`src/hdl/xlbm_pkg.sv`:
```
`default_nettype none
package xlbm_pkg;

   localparam int VEC_BITS_DEF = 31;
   localparam int VALUE_W      = 31;
   localparam int MAX_XOR_W    = 31;
   localparam int RANK_W       = 5;

   typedef struct packed {
      logic valid;
      logic added;
   } stage_ctl_type;

endpackage
`default_nettype wire

```
`src/hdl/xlbm_cell.sv`:
```
`default_nettype none
module xlbm_cell import xlbm_pkg::*; #(
   parameter int VEC_BITS = VEC_BITS_DEF,
   parameter int BIT_POS  = 0
) (
   input  logic                clock,
   input  logic                reset,
   input  logic                advance,
   input  stage_ctl_type       up_ctl,
   input  logic [VEC_BITS-1:0] up_vec,
   input  logic [VEC_BITS-1:0] up_best,
   output stage_ctl_type       dn_ctl,
   output logic [VEC_BITS-1:0] dn_vec,
   output logic [VEC_BITS-1:0] dn_best
);

   logic [VEC_BITS-1:0] slot_vec_ff, slot_vec_in;
   logic                filled_ff, filled_in;
   stage_ctl_type       ctl_ff, ctl_in;
   logic [VEC_BITS-1:0] vec_ff, vec_in;
   logic [VEC_BITS-1:0] best_ff, best_in;
   logic                hit, store, reduce;

   always_comb begin
      hit          = up_ctl.valid && !up_ctl.added && up_vec[BIT_POS];
      store        = hit && !filled_ff;
      reduce       = hit && filled_ff;
      slot_vec_in  = store ? up_vec : slot_vec_ff;
      filled_in    = filled_ff || store;
      vec_in       = reduce ? (up_vec ^ slot_vec_ff) : up_vec;
      ctl_in.valid = up_ctl.valid;
      ctl_in.added = up_ctl.added || store;
      // greedy max: slot i leads at bit i, so it helps only when that bit is clear
      best_in      = (filled_in && !up_best[BIT_POS]) ? (up_best ^ slot_vec_in) : up_best;
   end

   always_ff @(posedge clock) begin
      if (reset) begin
         ctl_ff    <= '0;
         filled_ff <= 1'b0;
      end else if (advance) begin
         ctl_ff    <= ctl_in;
         filled_ff <= filled_in;
      end
   end

   always_ff @(posedge clock) begin
      if (advance) begin
         vec_ff      <= vec_in;
         best_ff     <= best_in;
         slot_vec_ff <= slot_vec_in;
      end
   end

   assign dn_ctl  = ctl_ff;
   assign dn_vec  = vec_ff;
   assign dn_best = best_ff;

endmodule
`default_nettype wire

```
`config.mk`:
```
export PLATFORM = sky130hd
export DESIGN_NAME = xlbm_cell
export DESIGN_NICKNAME = d
export VERILOG_FILES = /design/src/hdl/xlbm_pkg.sv /design/src/hdl/xlbm_cell.sv
export SDC_FILE = /design/constraint.sdc
export NUM_CORES = 1
export LEC_CHECK = 0
export ABC_AREA = 0
export BUFFER_PORTS_ARGS = -buffer_cell sky130_fd_sc_hd__buf_2
export CORE_MARGIN = 5
export CORE_UTILIZATION = 59
export DETAILED_ROUTE_END_ITERATION = 7
export PLACE_DENSITY = 0.87
export SETUP_SLACK_MARGIN = 0.15
export SKIP_LAST_GASP = 1
export SYNTH_ARGS = -nofsm -noshare
export SYNTH_HDL_FRONTEND = slang
export SYNTH_SLANG_ARGS = --single-unit
export TNS_END_PERCENT = 30
```
`constraint.sdc`:
```
create_clock -name clock -period 2.8 [get_ports clock]
set_input_delay 0.14 -clock clock [delete_from_list [all_inputs] [get_ports clock]]
set_output_delay 0.14 -clock clock [all_outputs]
set_load 0.03 [all_outputs]
```
After elaboration in Yosys (flattened, before gate mapping):

Cells that the tools add are included.

* divide/modulo/power cells: 0
* shift-type cells: 0
* muxes and demuxes: 3
* magnitude comparators: 0
* $mul: 0
* equal/unequal tests: 0
* reductions and logical operators: 10
* bitwise logic cells: 2
* $add $sub $neg: 0

Operators by type and width (count)
* 31-bit two-way mux: 3
* 31-bit XOR: 2
* 1-bit logical AND: 5
* 1-bit logical NOT: 3
* 1-bit logical OR: 2

* register bits: 96
* RAM bits: 0
* output and inout port bits: 64
* logic and storage cells: 21
* memory bits (read-only): 0
* bits in latches: 0
* memories: 0
* bits of input ports: 67

Depth between registers and ports, before layout:

Gate-level depths: netlist (run 1).

* word-level depth: 7
* gate-level depth with buffers: 6
* depth with buffers taken out: 3

Worst setup path before layout (run 1):

OpenSTA, ideal clock, no wires.

* kind: flip-flop to flip-flop
* from: register filled_ff
* to: register slot_vec_ff[10], data pin
* required time: 2540 ps
* cell stages (with the launch flop): 5
* library setup time: 260 ps
* data arrival time: 1271 ps
* setup slack: 1269 ps
* buffers on the path: 2
* period minus slack after synthesis: 1531 ps
* path through: dfxtp_1 nor4bb_4 buf_6 buf_6 mux2_2

* word-level cells in the longest chain between the ends: 3

RTL lines
* start, declared: RTL line xlbm_cell.sv:18 `logic filled_ff, filled_in;`
* start signal, assigned: RTL line xlbm_cell.sv:43 `filled_ff <= filled_in;`
* 1-bit logical NOT: RTL line xlbm_cell.sv:26 `store = hit && !filled_ff;`
* 1-bit logical AND: RTL line xlbm_cell.sv:26
* 31-bit two-way mux: RTL line xlbm_cell.sv:28 `slot_vec_in = store ? up_vec : slot_vec_ff;`
* via slot_vec_in[10]: RTL line xlbm_cell.sv:17 `logic [VEC_BITS-1:0] slot_vec_ff, slot_vec_in;`
* end signal, assigned: RTL line xlbm_cell.sv:51 `slot_vec_ff <= slot_vec_in;`
* end, declared: RTL line xlbm_cell.sv:17

The timed path passes the listed nets, and every way through them passes these cells.
A chain may end at the register's enable or synchronous reset.

Final worst setup path (run 1):

* from: register filled_ff
* to: register slot_vec_ff[13], data pin

The elaborated chain is that of the path after synthesis.

==> run_results.csv, run 1 <==
group,metric,value,unit
grt,global_route.overflow_total,0,
route,vias,4210,
cts,clock_tree.root_cell,"sky130_fd_sc_hd__clkbuf_8",
critical_path,worst_r2r_path_depth,3,
yosys,synthMuxAreaShare,6.26,%
hold_path,hold_depth,2,
pwr,cellPowerDensity,515,mW/mm2
hold_path,worst_hold_path.endpoint,"dn_vec[23]$_DFFE_PP_",
die,io_pins,131,
route,ant_nets,0,
final_layout,antenna_diode_instance_count,0,
critical_path,cp_slowest_stage_delay,0.55,ns
die,chipWidth,107,um
yosys,synth_xor_area_share,4.73,%
critical_path,cell_breakdown_of_the_critical_path,"nor4bb_4, buf_4, mux2_2",
cts,cts_max_path_buffers,2,
cts,post-cts-setup-buffer-count,0,
yosys,share_of_synthesized_cell_area_in_full_adder_half_adder_and_majority_cells,0,%
final_layout,ratio_of_cells_with_drive_above_1_in_the_final_layout,37.0,%
grt,groute.usage.overall,22.1,%
yosys,syn-num-nets,514,
placed_design,detailedPlacementHpwl,8290,um
critical_path,r2r-end,"slot_vec_ff[13]$_DFFE_PP_",
yosys,synth_area_per_cell,12.4,um2
yosys,synth_seq_cells,96,
critical_path,r2r_setup_slack,0.64,ns
cts,holdBufCountCts,1,
timing,fmaxAchievable,463,MHz
critical_path,cp_data_arrival_time,2.26,ns
timing,timing.final.max_slew_violations,0,
pwr,max-vdd-ir-drop,0.000275,V
placed_design,buffer_ports.inserted,130,
cts,tritoncts,"yes",
cts,cts.sinks,96,
timing,finalSetupViolations,0,
timing,hold_viol_final,0,
critical_path,family_with_the_most_delay_on_the_worst_path,"buffers and inverters",
route,postRouteWirelength,12600,um
route,first_iter_violations,255,
pwr,switching_share,25.2,%
yosys,seq_area_frac_synth,51.4,%
cts,cts_inserted_buffers,9,
final_layout,final_nets,631,
yosys,synth_cells,447,
critical_path,endpoint_kind,"register",
route,post-route-drc-count,0,
pwr,seqPwrFrac,52.3,%
yosys,netlist_area,0.00556,mm2
cts,worst_setup_hold_path_clk_slew,0.09,ns
hold_path,hp-class,"in2reg",
pwr,total_switching_power,841,uW
pwr,power_report.internal_total,2490,uW
cts,cts_repair_resize_count,0,
final_layout,final_cell_count_no_fill,678,
critical_path,worst_r2r_startpoint,"filled_ff$_SDFFE_PP0P_",
die,chipHeight,107,um
timing,worst_hold_margin,0.106,ns
timing,slew_headroom,55.0,%
die,core-area,0.00920,mm2
placed_design,place.gp.congestion,0.779,
route,drt-wirelength-per-cell,18.5,um
final_layout,synthToLayoutAreaGrowth,16.5,%
yosys,yosys_warnings,0,
yosys,compound_cell_area_share_of_the_yosys_netlist,3.85,%
final_layout,layout_commonest_cell,"sky130_fd_sc_hd__buf_2",
critical_path,critical_path_buf_inv_count,1,
pwr,leakage_power,0.00227,uW
pwr,combPwrFrac,16.2,%
critical_path,worst-setup-path-type,"reg2reg",
pwr,final_power,3330,uW
timing,fin_crit_sh,77.2,%
flow_run,cap_violations,0,
yosys,combinational_family_with_the_most_area_after_synthesis,"simple AND/OR/NAND/NOR gates",
timing,tightestPinTransition,0.675,ns
yosys,ys_types,30,
die,initial_core_util,60.4,%
yosys,synth_area_in_simple_gates,30.1,%
route,vias_per_cell,6.21,
grt,grt_pass1_wl,20300,um
grt,grt_antenna_before_repair,0,
critical_path,worst_ep_required_time,2.90,ns
timing,final.setup.tns,0,ns
timing,fin_skew,0.00888,ns
critical_path,slowest_stage,"sky130_fd_sc_hd__buf_4",
critical_path,crit_path_max_fanout,63,
die,rows,35,
cts,cts_htree_levels,3,
timing,rsz0062_at_grt,"false",
route,drt-pass1-iter-count,5,
critical_path,startpoint_type,"register",
grt,grt_max_degree,64,
run_status,run_status,"finished clean",
final_layout,most-common-layout-cells,"sky130_fd_sc_hd__buf_2 (129), sky130_fd_sc_hd__edfxtp_1 (93), sky130_fd_sc_hd__nand2b_1 (31)",
placed_design,placed_cells_incl_taps,663,
pwr,power_frac_clock,31.5,%
cts,worstSkewPairLatency,0.36,ns
grt,grt_pass1_vias,4046,
timing,finalCriticalPeriod,2.16,ns
hold_path,hp-start,"up_vec[23]",
die,design.die.area,0.0115,mm2
-- worst max path at each step --
stage / from / end / slack (ns) / cells after the start
2_1_floorplan: filled_ff$_SDFFE_PP0P_ / slot_vec_ff[10]$_DFFE_PP_ / 1.27 / 4
3_5_place_dp: filled_ff$_SDFFE_PP0P_ / slot_vec_ff[27]$_DFFE_PP_ / 0.68 / 3
4_1_cts: filled_ff$_SDFFE_PP0P_ / slot_vec_ff[13]$_DFFE_PP_ / 0.66 / 3
3_3_place_gp: filled_ff$_SDFFE_PP0P_ / slot_vec_ff[16]$_DFFE_PP_ / 0.73 / 3
5_1_grt: filled_ff$_SDFFE_PP0P_ / slot_vec_ff[13]$_DFFE_PP_ / 0.50 / 3
6_report: filled_ff$_SDFFE_PP0P_ / slot_vec_ff[13]$_DFFE_PP_ / 0.64 / 3
-- registers in the layout, indices dropped and copies added (netlist names) --
name and cells:
dn_best 31, slot_vec_ff 31, filled_ff 1, dn_vec 31, dn_ctl 2
-- power by group through the flow --
stage	combinational (uW)	clock (uW)	sequential, uW
after global placement	520	0	1770
after global routing	582	1120	1750
final	541	1050	1740
after CTS	542	1070	1740
after floorplan	218	0	1880
after detailed placement	539	0	1770
-- routing by layer --
layer  up-vias  share of wire (%)  global-route usage, %
met2       150                 48                   35.4
met3        15                7.5                   5.06
li1       2001                  -                      -
met1      2044                 43                   30.1
met5         -                  0                      0
met4         0                1.4                   6.48
-- metrics by stage --
stage                     cell area [um2]  worst slack, ns  util [%]
after floorplan                      5560             1.27         -
after global placement               6240            0.733      67.8
after detailed placement             6240            0.682      67.8
after CTS                            6470            0.662      70.4
after global routing                 6470            0.504      70.4
final                                6470            0.639      70.4
-- logic make-up (layout without fill, tap and decap cells) --
logic type	Yosys count	after routing
AOI/OAI and AO/OA	33	33
xor gates and xnor gates	30	30
buffers and inverters	35	155
DFF	96	96
muxes	31	31
and+or+nand+nor	222	222
-- synthesized netlist by cell type (all sizes together) --
library cell	count	area, um2
a211o	1	8.76
a211oi	1	12.5
a21oi	1	5.00
a31oi	30	188
and2	1	6.26
and3b	1	8.76
and4b	1	10.0
buf	14	124
clkbuf	21	80.1
dfxtp	3	60.1
edfxtp	93	2790
mux2	30	338
mux2i	1	10.0
nand2	30	113
nand2b	31	194
nand3b	30	225
nand4	30	188
nand4b	1	8.76
nand4bb	1	11.3
nor2	4	15.0
nor4bb	31	325
or2	1	6.26
or3b	30	263
or4b	30	300
xnor2	30	263
-- final cells by class --
type	count	area [um2]
Timing Repair Buffer	141	751
Tap cell	111	139
Multi-Input combinational cell	316	2500
Clock buffer	10	128
Sequential cell	96	2850
Fill cell	642	2730
Clock inverter	4	95.1
Note: power is estimated with default switching activity, not from simulation.
==> run 2: changes to the inputs <==
--- a/config.mk
+++ b/config.mk
@@ -8,9 +8,9 @@
 export ABC_AREA = 0
 export BUFFER_PORTS_ARGS = -buffer_cell sky130_fd_sc_hd__buf_2
 export CORE_MARGIN = 5
-export CORE_UTILIZATION = 59
+export CORE_UTILIZATION = 49
 export DETAILED_ROUTE_END_ITERATION = 7
-export PLACE_DENSITY = 0.87
+export PLACE_DENSITY = 0.77
 export SETUP_SLACK_MARGIN = 0.15
 export SKIP_LAST_GASP = 1
 export SYNTH_ARGS = -nofsm -noshare
==> constraint.sdc (replaced) <==
create_clock -name clock -period 1.9 [get_ports clock]
set_input_delay 0.095 -clock clock [delete_from_list [all_inputs] [get_ports clock]]
set_output_delay 0.095 -clock clock [all_outputs]
set_load 0.03 [all_outputs]
==> run_results.csv, run 2 (synthesized netlist as in run 1, its figures left out) <==
group,metric,value,unit
timing,timing.final.max_slew_violations,0,
run_status,run_status,"finished clean",
die,chipWidth,116,um
route,vias,4218,
route,post-route-drc-count,0,
route,first_iter_violations,218,
pwr,max-vdd-ir-drop,0.000421,V
placed_design,detailedPlacementHpwl,8620,um
critical_path,startpoint_type,"register",
critical_path,cell_breakdown_of_the_critical_path,"nor4bb_4, buf_12, mux2_2",
route,drt-pass1-iter-count,4,
placed_design,buffer_ports.inserted,130,
placed_design,placement.setup.worst_slack,0.232,ns
cts,cts_inserted_buffers,9,
cts,cts.sinks,96,
grt,grt_pass1_vias,4188,
critical_path,worst-setup-path-type,"reg2reg",
timing,tightestPinTransition,0.588,ns
critical_path,cp_slowest_stage_delay,0.43,ns
die,chipHeight,116,um
route,postRouteWirelength,12900,um
pwr,cellPowerDensity,800,mW/mm2
die,core-area,0.0110,mm2
timing,finalSetupViolations,0,
timing,hold_viol_final,0,
die,design.die.area,0.0136,mm2
grt,grt_antenna_before_repair,0,
final_layout,ratio_of_cells_with_drive_above_1_in_the_final_layout,37.6,%
critical_path,slowest_stage,"sky130_fd_sc_hd__nor4bb_4",
critical_path,worst_ep_required_time,1.99,ns
timing,finalCriticalPeriod,1.67,ns
timing,fin_skew,0.00513,ns
final_layout,layout_commonest_cell,"sky130_fd_sc_hd__buf_2",
grt,grt_pass1_wl,20400,um
final_layout,final_nets,637,
route,vias_per_cell,5.90,
cts,post-cts-setup-buffer-count,0,
grt,grtUsageMet2,31.3,%
grt,groute.usage.overall,19.2,%
critical_path,critical_path_buf_inv_count,1,
timing,fin_crit_sh,88.1,%
final_layout,most-common-layout-cells,"sky130_fd_sc_hd__buf_2 (129), sky130_fd_sc_hd__edfxtp_1 (93), sky130_fd_sc_hd__nand2b_1 (31)",
final_layout,synthToLayoutAreaGrowth,20.1,%
cts,cts_htree_levels,3,
timing,final.setup.tns,0,ns
critical_path,family_with_the_most_delay_on_the_worst_path,"simple AND/OR/NAND/NOR gates",
grt,global_route.overflow_total,0,
critical_path,endpoint_kind,"register",
timing,final_critical_path_setup_slack,0.225,ns
cts,clock_tree.root_cell,"sky130_fd_sc_hd__clkbuf_16",
die,initial_core_util,50.6,%
cts,cts_max_path_buffers,2,
hold_path,hp-class,"in2reg",
grt,grt_max_degree,52,
die,io_pins,131,
placed_design,place.gp.congestion,0.778,
grt,gr-max-usage-layer,"met2",
route,ant_nets,0,
timing,fmaxAchievable,597,MHz
grt,grt_use_met1,24.5,%
cts,worst_setup_hold_path_clk_slew,0.06,ns
cts,tritoncts,"yes",
pwr,leakage_power,0.00235,uW
flow_run,cap_violations,0,
cts,worstSkewPairLatency,0.34,ns
critical_path,cp_data_arrival_time,1.77,ns
grt,globalRouteMet3Util,4.87,%
critical_path,crit_path_max_fanout,50,
timing,rsz0062_at_grt,"true",
route,drt-wirelength-per-cell,18.1,um
die,rows,38,
final_layout,antenna_diode_instance_count,0,
timing,slew_headroom,60.8,%
-- run 2: metrics by stage --
stage | hold slack (ns) | area [um2] | std cells | power, uW | util [%]
final | 0.0793 | 6670 | 715 | 5340 | 60.8
after detailed placement | 0.314 | 6340 | 698 | 3420 | 57.8
after CTS | 0.0682 | 6670 | 715 | 5380 | 60.7
after global routing | 0.0806 | 6670 | 715 | 5550 | 60.8
after global placement | 0.310 | 6340 | 698 | 3390 | 57.8
after floorplan | 0.160 | 5560 | 447 | 3100 | -
-- run 2: cell type report --
| type | instances | area [um2] |
|---|---|---|
| tap | 140 | 175 |
| sequential | 96 | 2850 |
| fill | 881 | 4310 |
| clock inverter | 3 | 65.1 |
| multi-input combinational | 316 | 2500 |
| timing repair buffer | 147 | 825 |
| clock buffer | 13 | 250 |
-- run 2: what timing repair did --
action | in CTS | in global routing
hold buffers | 1 | 0
setup endpoints to repair | 0 | 3
gates resized for setup | 0 | 1
hold endpoints to repair | 3 | 0
-- run 2: final timing paths --
kind,start,end,slack (ns),cells after the start
setup / recovery,filled_ff$_SDFFE_PP0P_,slot_vec_ff[21]$_DFFE_PP_,0.23,3
setup reg to reg,filled_ff$_SDFFE_PP0P_,slot_vec_ff[21]$_DFFE_PP_,0.23,3
hold reg to reg,dn_ctl[1]$_SDFFE_PP0P_,dn_ctl[1]$_SDFFE_PP0P_,0.52,2
hold / removal,up_vec[8],dn_vec[8]$_DFFE_PP_,0.08,2
-- run 2: where the power goes --
group          total (uW)  switching (uW)  internal (uW)  leakage (uW)
registers            2560            64.7           2500      0.000927
clock network        1960             770           1190      0.000154
logic                 815             484            331       0.00127
-- run 2: per-layer routing --
layer,part of all wire [%],vias to the layer above
li1,-,2013
met4,2.0,0
met1,42,2048
met5,0,-
met2,48,137
met3,7.4,20
==> run 3: changes to the inputs <==
--- a/config.mk
+++ b/config.mk
@@ -10,7 +10,9 @@
 export CORE_MARGIN = 5
 export CORE_UTILIZATION = 49
 export DETAILED_ROUTE_END_ITERATION = 7
+export GPL_TIMING_DRIVEN = 0
 export PLACE_DENSITY = 0.77
+export REMOVE_ABC_BUFFERS = 1
 export SETUP_SLACK_MARGIN = 0.15
 export SKIP_LAST_GASP = 1
 export SYNTH_ARGS = -nofsm -noshare
==> run_results.csv, run 3 (synthesized netlist as in run 1, its figures left out) <==
group,metric,value,unit
run_status,run_status,"finished clean",
hold_path,hp-class,"in2reg",
cts,cts.sinks,96,
grt,grt_pass1_vias,4398,
final_layout,final_nets,650,
pwr,max-vdd-ir-drop,0.000539,V
cts,cts_htree_levels,3,
cts,worstSkewPairLatency,0.34,ns
pwr,final_power,5470,uW
critical_path,startpoint_type,"register",
grt,global_route.overflow_total,0,
route,first_iter_violations,367,
pwr,cellPowerDensity,778,mW/mm2
critical_path,worst_r2r_path_depth,5,
pwr,leakage_power,0.00252,uW
timing,fmaxAchievable,574,MHz
grt,grt_pass1_wl,22100,um
cts,cts_max_path_buffers,2,
die,initial_core_util,50.6,%
grt,groute.usage.overall,20.8,%
route,drt-pass1-iter-count,5,
timing,rsz0062_at_grt,"true",
cts,clock_tree.root_cell,"sky130_fd_sc_hd__clkbuf_16",
critical_path,r2r_setup_slack,0.16,ns
timing,worst_hold_margin,0.0806,ns
critical_path,worst-setup-path-type,"reg2reg",
critical_path,r2r-end,"slot_vec_ff[24]$_DFFE_PP_",
die,design.die.area,0.0136,mm2
timing,fin_skew,0.00584,ns
timing,fin_crit_sh,91.7,%
route,postRouteWirelength,14800,um
route,ant_nets,0,
route,vias,4507,
critical_path,cp_data_arrival_time,1.84,ns
flow_run,cap_violations,0,
cts,tritoncts,"yes",
die,rows,38,
grt,grt_antenna_before_repair,1,
final_layout,most-common-layout-cells,"sky130_fd_sc_hd__buf_2 (129), sky130_fd_sc_hd__edfxtp_1 (93)",
final_layout,ratio_of_cells_with_drive_above_1_in_the_final_layout,39.6,%
cts,worst_setup_hold_path_clk_slew,0.07,ns
timing,finalCriticalPeriod,1.74,ns
placed_design,buffer_ports.inserted,130,
cts,cts_inserted_buffers,9,
timing,hold_viol_final,0,
timing,slew_headroom,24.4,%
critical_path,cp-endpoint,"slot_vec_ff[24]$_DFFE_PP_",
critical_path,worst_r2r_startpoint,"filled_ff$_SDFFE_PP0P_",
grt,grt_max_degree,64,
timing,tightestPinTransition,1.13,ns
final_layout,post_layout_utilization_of_the_core,64.0,%
critical_path,crit_path_max_fanout,8,
placed_design,place.gp.congestion,0.739,
final_layout,layout_commonest_cell,"sky130_fd_sc_hd__buf_2",
critical_path,endpoint_kind,"register",
critical_path,crit_start,"filled_ff$_SDFFE_PP0P_",
die,io_pins,131,
route,post-route-drc-count,0,
route,drt-wirelength-per-cell,20.3,um
die,core-area,0.0110,mm2
route,vias_per_cell,6.18,
placed_design,detailedPlacementHpwl,8620,um
timing,timing.final.max_slew_violations,0,
die,chipWidth,116,um
critical_path,worst_ep_required_time,1.99,ns
timing,finalSetupViolations,0,
final_layout,synthToLayoutAreaGrowth,26.5,%
die,chipHeight,116,um
[run 3: worst min path at each step]
| stage | cells after the start | from | slack, ns | end |
|---|---|---|---|---|
| 2_1_floorplan | 1 | reset | 0.16 | dn_ctl[0]$_SDFFE_PP0P_ |
| 3_3_place_gp | 2 | reset | 0.29 | dn_ctl[0]$_SDFFE_PP0P_ |
| 3_5_place_dp | 2 | reset | 0.30 | filled_ff$_SDFFE_PP0P_ |
| 4_1_cts | 2 | up_vec[21] | 0.06 | dn_vec[21]$_DFFE_PP_ |
| 5_1_grt | 2 | up_vec[19] | 0.08 | dn_vec[19]$_DFFE_PP_ |
| 6_report | 2 | up_vec[18] | 0.08 | dn_vec[18]$_DFFE_PP_ |
[run 3: final cells by class]
type                    count  area, um2
fillers                   827       3960
flip-flops and latches     96       2860
multi-input cells         316       2560
repair buffers            160       1110
clock buffers              13        260
well taps                 140        175
clock inverters             3       65.1
diodes                      1       2.50
[run 3: worst max-delay path, cell delays in order (launching register included)]
cell                       delay, ns
sky130_fd_sc_hd__dfxtp_4        0.35
sky130_fd_sc_hd__nor4bb_4       0.35
sky130_fd_sc_hd__buf_6          0.17
sky130_fd_sc_hd__buf_4          0.10
sky130_fd_sc_hd__buf_4          0.15
sky130_fd_sc_hd__mux2_2         0.36
[run 3: power breakdown]
group / internal (uW) / switching (uW)
registers: 2500 / 69.1
logic: 386 / 515
clock network: 1230 / 775
total: 4110 / 1360
[run 3: routing by layer]
metal | global-route usage (%) | wire (um)
met5 | 0 | 0
met4 | 7.42 | 215
met3 | 4.72 | 1230
met2 | 35.2 | 7260
met1 | 26.2 | 6070
[run 3: per-stage QoR]
stage | setup TNS [ns] | instance area [um2] | worst slack, ns | instances
final | 0 | 7030 | 0.157 | 729
after global routing | 0 | 7030 | 0.103 | 728
after CTS | 0 | 6790 | 0.154 | 715
after detailed placement | -23.19 | 6320 | -0.505 | 690
after global placement | -283.15 | 6180 | -3.39 | 682
after floorplan | -126.99 | 5350 | -1.86 | 412
[run 3: timing repair]
| item | CTS | global route |
|---|---|---|
| pin swaps | 1 | 1 |
| resized for setup | 11 | 12 |
| buffers inserted | 7 | 8 |
| hold endpoints to repair | 3 | 0 |
| cloned | 1 | 5 |
| endpoints found under the setup margin | 90 | 45 |
| hold buffers | 1 | 0 |
